### config.mk
export PLATFORM = sky130hd
export DESIGN_NAME = sha256_stream_hasher
export DESIGN_NICKNAME = d
export VERILOG_FILES = /design/src/rtl/sha_pkg.sv /design/src/rtl/sha_front.sv /design/src/rtl/sha_engine.sv /design/src/rtl/sha256_stream_hasher.sv
export SDC_FILE = /design/constraint.sdc
export NUM_CORES = 2
export LEC_CHECK = 0
export ABC_CLOCK_PERIOD_IN_PS = 17800
export BUFFER_PORTS_ARGS = -buffer_cell sky130_fd_sc_hd__buf_2
export CAP_MARGIN = 15
export CORE_MARGIN = 2
export CORE_UTILIZATION = 60
export DETAILED_ROUTE_END_ITERATION = 12
export HOLD_SLACK_MARGIN = 0.1
export PLACE_DENSITY = 0.73
export SYNTH_ARGS = -nofsm -noshare
export SYNTH_HDL_FRONTEND = slang
export SYNTH_SLANG_ARGS = --single-unit
export TNS_END_PERCENT = 100
### constraint.sdc
create_clock -name clk -period 17.8 [get_ports clk]
set_input_delay 4.45 -clock clk [delete_from_list [all_inputs] [get_ports clk]]
set_output_delay 4.45 -clock clk [all_outputs]
set_load 0.005 [all_outputs]
### src/rtl/sha_pkg.sv
// Shared types, constants and round functions for the SHA-256 stream hasher.
package sha_pkg;

    localparam int QueueDepth = 4;

    // Front-to-back command: one byte or an end-of-message marker.
    typedef struct packed {
        logic [7:0] data_byte;
        logic       has_byte;
        logic       is_last;
    } sha_cmd_t;

    typedef enum logic [2:0] {
        ST_IDLE,
        ST_LOAD,
        ST_ROUND,
        ST_UPDATE,
        ST_PAD,
        ST_EMIT
    } sha_state_t;

    function automatic logic [31:0] round_const(input logic [5:0] idx);
        logic [31:0] k [64];
        k = '{
            32'h428a2f98,32'h71374491,32'hb5c0fbcf,32'he9b5dba5,
            32'h3956c25b,32'h59f111f1,32'h923f82a4,32'hab1c5ed5,
            32'hd807aa98,32'h12835b01,32'h243185be,32'h550c7dc3,
            32'h72be5d74,32'h80deb1fe,32'h9bdc06a7,32'hc19bf174,
            32'he49b69c1,32'hefbe4786,32'h0fc19dc6,32'h240ca1cc,
            32'h2de92c6f,32'h4a7484aa,32'h5cb0a9dc,32'h76f988da,
            32'h983e5152,32'ha831c66d,32'hb00327c8,32'hbf597fc7,
            32'hc6e00bf3,32'hd5a79147,32'h06ca6351,32'h14292967,
            32'h27b70a85,32'h2e1b2138,32'h4d2c6dfc,32'h53380d13,
            32'h650a7354,32'h766a0abb,32'h81c2c92e,32'h92722c85,
            32'ha2bfe8a1,32'ha81a664b,32'hc24b8b70,32'hc76c51a3,
            32'hd192e819,32'hd6990624,32'hf40e3585,32'h106aa070,
            32'h19a4c116,32'h1e376c08,32'h2748774c,32'h34b0bcb5,
            32'h391c0cb3,32'h4ed8aa4a,32'h5b9cca4f,32'h682e6ff3,
            32'h748f82ee,32'h78a5636f,32'h84c87814,32'h8cc70208,
            32'h90befffa,32'ha4506ceb,32'hbef9a3f7,32'hc67178f2};
        return k[idx];
    endfunction

    function automatic logic [31:0] init_hash(input logic [2:0] idx);
        logic [31:0] h [8];
        h = '{32'h6a09e667,32'hbb67ae85,32'h3c6ef372,32'ha54ff53a,
              32'h510e527f,32'h9b05688c,32'h1f83d9ab,32'h5be0cd19};
        return h[idx];
    endfunction

    localparam logic [7:0] PAD_BYTE = 8'h80;

    function automatic logic [31:0] rotr(input logic [31:0] x, input int n);
        return (x >> n) | (x << (32 - n));
    endfunction

endpackage

### src/rtl/sha_front.sv
// Input side: accepts stream requests and queues them for the hashing engine.
module sha_front
    import sha_pkg::*;
(
    input  logic            clk,
    input  logic            rst_n,
    input  logic            in_valid,
    output logic            in_ready,
    input  sha_cmd_t        in_cmd,
    output logic            cmd_valid,
    input  logic            cmd_take,
    output sha_cmd_t        cmd
);
    localparam int AW = $clog2(QueueDepth);

    sha_cmd_t        mem_reg [QueueDepth];
    logic [AW-1:0]   wptr_reg, rptr_reg;
    logic [AW:0]     count_reg;
    logic            push, pop;

    // Idle items carry nothing and are dropped here.
    assign in_ready  = (count_reg != (AW+1)'(QueueDepth));
    assign push      = in_valid && in_ready && (in_cmd.has_byte || in_cmd.is_last);
    assign cmd_valid = (count_reg != '0);
    assign pop       = cmd_valid && cmd_take;
    assign cmd       = mem_reg[rptr_reg];

    // Queue storage.
    always_ff @(posedge clk)
    begin
        if (push)
        begin
            mem_reg[wptr_reg] <= in_cmd;
        end
    end

    // Queue pointers.
    always_ff @(posedge clk or negedge rst_n)
    begin
        if (!rst_n)
        begin
            wptr_reg  <= '0;
            rptr_reg  <= '0;
            count_reg <= '0;
        end
        else
        begin
            if (push) wptr_reg <= wptr_reg + 1'b1;
            if (pop)  rptr_reg <= rptr_reg + 1'b1;
            count_reg <= count_reg + (AW+1)'(push) - (AW+1)'(pop);
        end
    end
endmodule

### src/rtl/sha_engine.sv
// Back side: block shift register, message schedule, 64-round compression and digest output.
module sha_engine
    import sha_pkg::*;
(
    input  logic            clk,
    input  logic            rst_n,
    input  logic            cmd_valid,
    output logic            cmd_take,
    input  sha_cmd_t        cmd,
    output logic            out_valid,
    input  logic            out_ready,
    output logic [63:0]     digest_word,
    output logic [1:0]      word_index,
    output logic            last_word
);
    sha_state_t   state_reg, state_next;
    logic [6:0]   fill_reg;       // bytes shifted into the current block
    logic [63:0]  bits_reg;
    logic [31:0]  h_reg [8];
    logic [31:0]  v_reg [8];
    logic [31:0]  w_reg [16];     // block bytes while filling, schedule window while rounding
    logic [5:0]   rnd_reg;
    logic         pad_reg;        // the 0x80 marker has been placed
    logic         final_reg;      // the block being padded carries the length
    logic         second_reg;     // a second padding block follows
    logic         pend_last_reg;  // end marker rode with the byte that filled a block
    logic [1:0]   widx_reg;

    // Byte shift into the block.
    logic         wr_byte;
    logic         shift_en;
    logic [7:0]   shift_byte;

    // Round logic on the working variables.
    logic [31:0] t1, t2, s0, s1, ch, maj, ws0, ws1, w_new;
    always_comb
    begin
        s1  = rotr(v_reg[4], 6) ^ rotr(v_reg[4], 11) ^ rotr(v_reg[4], 25);
        ch  = (v_reg[4] & v_reg[5]) ^ (~v_reg[4] & v_reg[6]);
        t1  = v_reg[7] + s1 + ch + round_const(rnd_reg) + w_reg[0];
        s0  = rotr(v_reg[0], 2) ^ rotr(v_reg[0], 13) ^ rotr(v_reg[0], 22);
        maj = (v_reg[0] & v_reg[1]) ^ (v_reg[0] & v_reg[2]) ^ (v_reg[1] & v_reg[2]);
        t2  = s0 + maj;
        ws0 = rotr(w_reg[1], 7) ^ rotr(w_reg[1], 18) ^ (w_reg[1] >> 3);
        ws1 = rotr(w_reg[14], 17) ^ rotr(w_reg[14], 19) ^ (w_reg[14] >> 10);
        w_new = w_reg[0] + ws0 + w_reg[9] + ws1;
    end

    // Byte entering the block: payload, or one padding byte per cycle.
    assign shift_en = wr_byte || (state_reg == ST_PAD);
    always_comb
    begin
        if (state_reg == ST_PAD)
        begin
            if (!pad_reg)
                shift_byte = PAD_BYTE;
            else if (final_reg && fill_reg >= 7'd56)
                shift_byte = bits_reg[{~fill_reg[2:0], 3'b000} +: 8];
            else
                shift_byte = 8'h00;
        end
        else
        begin
            shift_byte = cmd.data_byte;
        end
    end

    // Next state and handshake outputs.
    always_comb
    begin
        state_next = state_reg;
        cmd_take   = 1'b0;
        wr_byte    = 1'b0;
        unique case (state_reg)
            ST_IDLE:
            begin
                if (cmd_valid)
                begin
                    cmd_take = 1'b1;
                    wr_byte  = cmd.has_byte;
                    if (cmd.has_byte && fill_reg == 7'd63)
                        state_next = ST_LOAD;
                    else if (cmd.is_last)
                        state_next = ST_PAD;
                end
            end
            ST_PAD:    if (fill_reg == 7'd63) state_next = ST_LOAD;
            ST_LOAD:   state_next = ST_ROUND;
            ST_ROUND:  if (rnd_reg == 6'd63) state_next = ST_UPDATE;
            ST_UPDATE:
            begin
                if (second_reg)         state_next = ST_PAD;
                else if (final_reg)     state_next = ST_EMIT;
                else if (pend_last_reg) state_next = ST_PAD;
                else                    state_next = ST_IDLE;
            end
            ST_EMIT:   if (out_ready && widx_reg == 2'd3) state_next = ST_IDLE;
            default:   state_next = ST_IDLE;
        endcase
    end

    assign out_valid   = (state_reg == ST_EMIT);
    assign digest_word = {h_reg[{widx_reg, 1'b0}], h_reg[{widx_reg, 1'b1}]};
    assign word_index  = widx_reg;
    assign last_word   = (widx_reg == 2'd3);

    // Block bytes shift in big-endian; the rounds then shift the window by words.
    always_ff @(posedge clk)
    begin
        if (shift_en)
        begin
            for (int i = 0; i < 15; i++)
                w_reg[i] <= {w_reg[i][23:0], w_reg[i+1][31:24]};
            w_reg[15] <= {w_reg[15][23:0], shift_byte};
        end
        else if (state_reg == ST_LOAD)
        begin
            for (int i = 0; i < 8; i++)
                v_reg[i] <= h_reg[i];
        end
        else if (state_reg == ST_ROUND)
        begin
            for (int i = 0; i < 15; i++)
                w_reg[i] <= w_reg[i+1];
            w_reg[15] <= w_new;
            v_reg[7] <= v_reg[6];
            v_reg[6] <= v_reg[5];
            v_reg[5] <= v_reg[4];
            v_reg[4] <= v_reg[3] + t1;
            v_reg[3] <= v_reg[2];
            v_reg[2] <= v_reg[1];
            v_reg[1] <= v_reg[0];
            v_reg[0] <= t1 + t2;
        end
    end

    // Control and chaining state.
    always_ff @(posedge clk or negedge rst_n)
    begin
        if (!rst_n)
        begin
            state_reg     <= ST_IDLE;
            fill_reg      <= '0;
            bits_reg      <= '0;
            rnd_reg       <= '0;
            pad_reg       <= 1'b0;
            final_reg     <= 1'b0;
            second_reg    <= 1'b0;
            pend_last_reg <= 1'b0;
            widx_reg      <= '0;
            for (int i = 0; i < 8; i++) h_reg[i] <= init_hash(3'(i));
        end
        else
        begin
            state_reg <= state_next;
            if (shift_en)
                fill_reg <= fill_reg + 7'd1;
            if (wr_byte && fill_reg == 7'd63)
                pend_last_reg <= cmd.is_last;
            if (state_reg == ST_LOAD) rnd_reg <= '0;
            if (state_reg == ST_ROUND) rnd_reg <= rnd_reg + 6'd1;
            // The first padding cycle fixes the message length and the block count.
            if (state_reg == ST_PAD)
            begin
                pend_last_reg <= 1'b0;
                if (!pad_reg)
                begin
                    pad_reg    <= 1'b1;
                    bits_reg   <= bits_reg + {55'd0, fill_reg[5:0], 3'd0};
                    final_reg  <= (fill_reg < 7'd56);
                    second_reg <= (fill_reg >= 7'd56);
                end
            end
            if (state_reg == ST_UPDATE)
            begin
                for (int i = 0; i < 8; i++) h_reg[i] <= h_reg[i] + v_reg[i];
                fill_reg <= '0;
                if (!pad_reg)
                    bits_reg <= bits_reg + 64'd512;
                if (second_reg)
                begin
                    second_reg <= 1'b0;
                    final_reg  <= 1'b1;
                end
            end
            if (state_reg == ST_EMIT && out_ready)
            begin
                widx_reg <= widx_reg + 2'd1;
                if (widx_reg == 2'd3)
                begin
                    for (int i = 0; i < 8; i++) h_reg[i] <= init_hash(3'(i));
                    bits_reg  <= '0;
                    pad_reg   <= 1'b0;
                    final_reg <= 1'b0;
                end
            end
        end
    end
endmodule

### src/rtl/sha256_stream_hasher.sv
// Top level of the SHA-256 stream hasher.
// A message enters one byte per request on the slave side; an item with the
// last flag ends it, and an item with no byte may end an empty message. A
// small queue takes up to four requests while the engine is busy. Bytes go
// into the block one per cycle while it fills; each full 64-byte block is
// then compressed in the single round unit, and the engine takes no bytes
// from the queue until it is done. At the end of a message the padding bytes
// are shifted in one per cycle and the partial block is compressed; a second
// padding block is needed when 56 or more bytes are left over. The digest then
// leaves as four 64-bit big-endian words on the master side, word 0 first,
// one per cycle while the sink is ready.
module sha256_stream_hasher
    import sha_pkg::*;
(
    input  logic        clk,
    input  logic        rst_n,
    input  logic        s_tvalid,
    output logic        s_tready,
    input  logic [7:0]  s_tdata,   // data_byte
    input  logic        s_tuser,   // has_byte
    input  logic        s_tlast,   // is_last
    output logic        m_tvalid,
    input  logic        m_tready,
    output logic [63:0] m_tdata,   // digest_word
    output logic [1:0]  m_tuser,   // word_index
    output logic        m_tlast    // last_word
);
    sha_cmd_t in_cmd, cmd;
    logic     cmd_valid, cmd_take;

    assign in_cmd = '{data_byte: s_tdata, has_byte: s_tuser, is_last: s_tlast};

    sha_front u_front (
        .clk(clk), .rst_n(rst_n),
        .in_valid(s_tvalid), .in_ready(s_tready), .in_cmd(in_cmd),
        .cmd_valid(cmd_valid), .cmd_take(cmd_take), .cmd(cmd)
    );

    sha_engine u_engine (
        .clk(clk), .rst_n(rst_n),
        .cmd_valid(cmd_valid), .cmd_take(cmd_take), .cmd(cmd),
        .out_valid(m_tvalid), .out_ready(m_tready),
        .digest_word(m_tdata), .word_index(m_tuser), .last_word(m_tlast)
    );
endmodule
==> metrics.txt <==
outcome=completed; Distinct cells, synth=93; Synth Register Bits=1154; worst setup path end=u_engine.v_reg[0][31]; HPWL after DPL=191000 um; reg2reg path depth=35; Placer Congestion=1.01; Clock Pin Slew Worst Setup and Hold Paths=60 ps; synthesized area=78100 um2; final setup TNS=0 ps; I/O pins=83; ANT nets after route=0; ys flop type=edfxtp_1; DP Worst Slack=6890 ps; first-pass GRT wire length=389000 um; clk_lat worst skew=810 ps; most frequent cells in the layout=nand2_1 (2587), edfxtp_1 (808), a21oi_1 (491); required time of the critical path=18320 ps; max reg flops=512; Rel. slew slack=0.186; Initial Utilization=0.604; TritonCTS clock tree=built; most common cell after layout, fill and taps aside=nand2_1; post-layout util=0.652; share of cells above drive strength 1=0.0801; Clock Tree Buf Depth=3; Num CTS Buffers=132; critical path class=reg2reg; die height=365 um; H-tree depth=4; Die Area=133000 um2; initial DRC count=6962; Final WS setup=6500 ps; post-synth net total=9071; grt ovf=0; CTS Sinks=1154; port bufs=82; part of the Yosys area used for sequential elements=0.423; Hold Vio Cnt, Final=0; Avg Cell Area, Syn=9.25 um2; f_max=88.5 MHz; die width=365 um; Least-Margin Pin Slew=1220 ps; CP max-delay cell=dfrtp_1; pins over their slew limit=0; DRT Pass-1 Iters=6; Largest stage delay, worst path=870 ps; Total GRT Usage=0.395; via count=63638; Critical Path AT=11820 ps; flip-flop and latch area=33100 um2; vias in the first global route=60924; startpoint types=flop; min Tclk post-route=11300 ps; pin count of the biggest net entering global routing=176; reg2reg start=u_engine.rnd_reg[0]; Post-synth EDFFs=808; Synth top area share=0.310; crit path max fanout=23; crit path launch=u_engine.rnd_reg[0]; CP endpoint kind=flop; skew final=61.0 ps; final setup fails=0; top cells by area, synth=edfxtp_1 (31%), nand2_1 (12%), dfrtp_1 (6.7%); # hold bufs at CTS=0; Residual DRC=0; Gates resized, CTS repair=0; drt total wl=262000 um; initial antenna violation count=18; NumNets Final=8904; Warnings, synthesis=0; core area=129000 um2; setup repair bufs after CTS=0; drt wl/cell=25.8 um; Syn-to-layout area delta=7.83%; HP Class=reg2reg; RSZ-0062 raised after global routing=no; multi-input gate area in the final layout=42200 um2; root buf cell=clkbuf_16; maxcap violations=0; area leader, netlist=edfxtp_1; async set or reset register ratio after synthesis=0.300; final-layout fill cell count=10431; setup slack, reg-to-reg=6500 ps; via-per-instance ratio=6.28; crit share post-route=0.635; Cells after Synth=8451; RR Endpoint=u_engine.v_reg[0][31]; Rows=132
## worst max-delay path, delay by kind of cell, from the launching register on
kind / cells / cell delay [ps]
compound gates: 14 / 4040
xor+xnor: 3 / 750
fa+ha+maj: 8 / 3390
buf+inv: 4 / 850
flops: 1 / 870
simple gates: 6 / 1090
## Yosys cell counts, drive strengths merged (12+ instances only)
master / instances
a2111oi: 16
a211o: 13
a211oi: 67
a21boi: 12
a21o: 207
a21oi: 493
a311oi: 15
a31oi: 45
and2: 24
and3: 59
buf: 38
clkbuf: 445
dfrtp: 210
dfstp: 136
edfxtp: 808
fa: 197
ha: 409
inv: 305
maj3: 24
mux2i: 50
mux4: 92
nand2: 2590
nand2b: 78
nand3: 117
nand4: 33
nor2: 310
nor2b: 42
nor3: 85
nor3b: 19
o211ai: 117
o21a: 62
o21ai: 381
o21bai: 62
o311ai: 12
o31ai: 38
or2: 16
or3: 32
xnor2: 420
xor2: 210
## cell families (layout without fill, tap and decap cells)
group / after synthesis / after routing / share of synthesized area
AO/OA/AOI/OAI: 1646 / 1646 / 0.133
XOR/XNOR: 630 / 630 / 0.0706
adder cells (fa/ha/maj): 630 / 630 / 0.119
buffers and inverters: 788 / 730 / 0.0380
flip-flops: 1154 / 1154 / 0.423
multiplexers: 149 / 149 / 0.0339
other: 0 / 4 / 0
AND/OR/NAND/NOR: 3454 / 3454 / 0.182
## how the worst min path moves through the flow
stage | startpoint | to | slack [ps] | cells past startpoint
6_report | u_engine.h_reg[186] | u_engine.h_reg[186] | 510 | 2
5_1_grt | u_engine.h_reg[225] | u_engine.h_reg[225] | 530 | 2
4_1_cts | u_engine.h_reg[186] | u_engine.h_reg[186] | 510 | 2
3_5_place_dp | u_engine.h_reg[186] | u_engine.h_reg[186] | 500 | 2
3_3_place_gp | u_engine.h_reg[127] | u_engine.h_reg[127] | 490 | 1
2_1_floorplan | u_engine.h_reg[31] | u_engine.h_reg[31] | 460 | 1
## stage by stage
step                cell area (um2)  std cells  hold slack [ps]
floorplan                     78200       8451              462
global placement              79800       9883              487
detailed placement            79800       9883              502
CTS                           84200      10126              511
global route                  84300      10135              533
finish                        84300      10139              511
## metal layers
layer | up-vias | global-route usage | share of wire
met3 | 797 | 0.0941 | 0.091
met1 | 30904 | 0.489 | 0.37
met4 | 16 | 0.281 | 0.083
met5 | - | 0 | 0.00049
li1 | 28825 | - | -
met2 | 3096 | 0.608 | 0.45
## cell type report
class | instances | share of cell area
Tap cell | 1742 | 0.0259
Clock inverter | 63 | 0.00812
Inverter | 305 | 0.0137
Clock buffer | 180 | 0.0440
Multi-Input combinational cell | 6509 | 0.501
Sequential cell | 1154 | 0.393
Antenna cell | 4 | 0.000119
Timing Repair Buffer | 182 | 0.0147
Power is not shown: default switching activity piles up to over one toggle a cycle in this logic, so the estimate is an artifact.
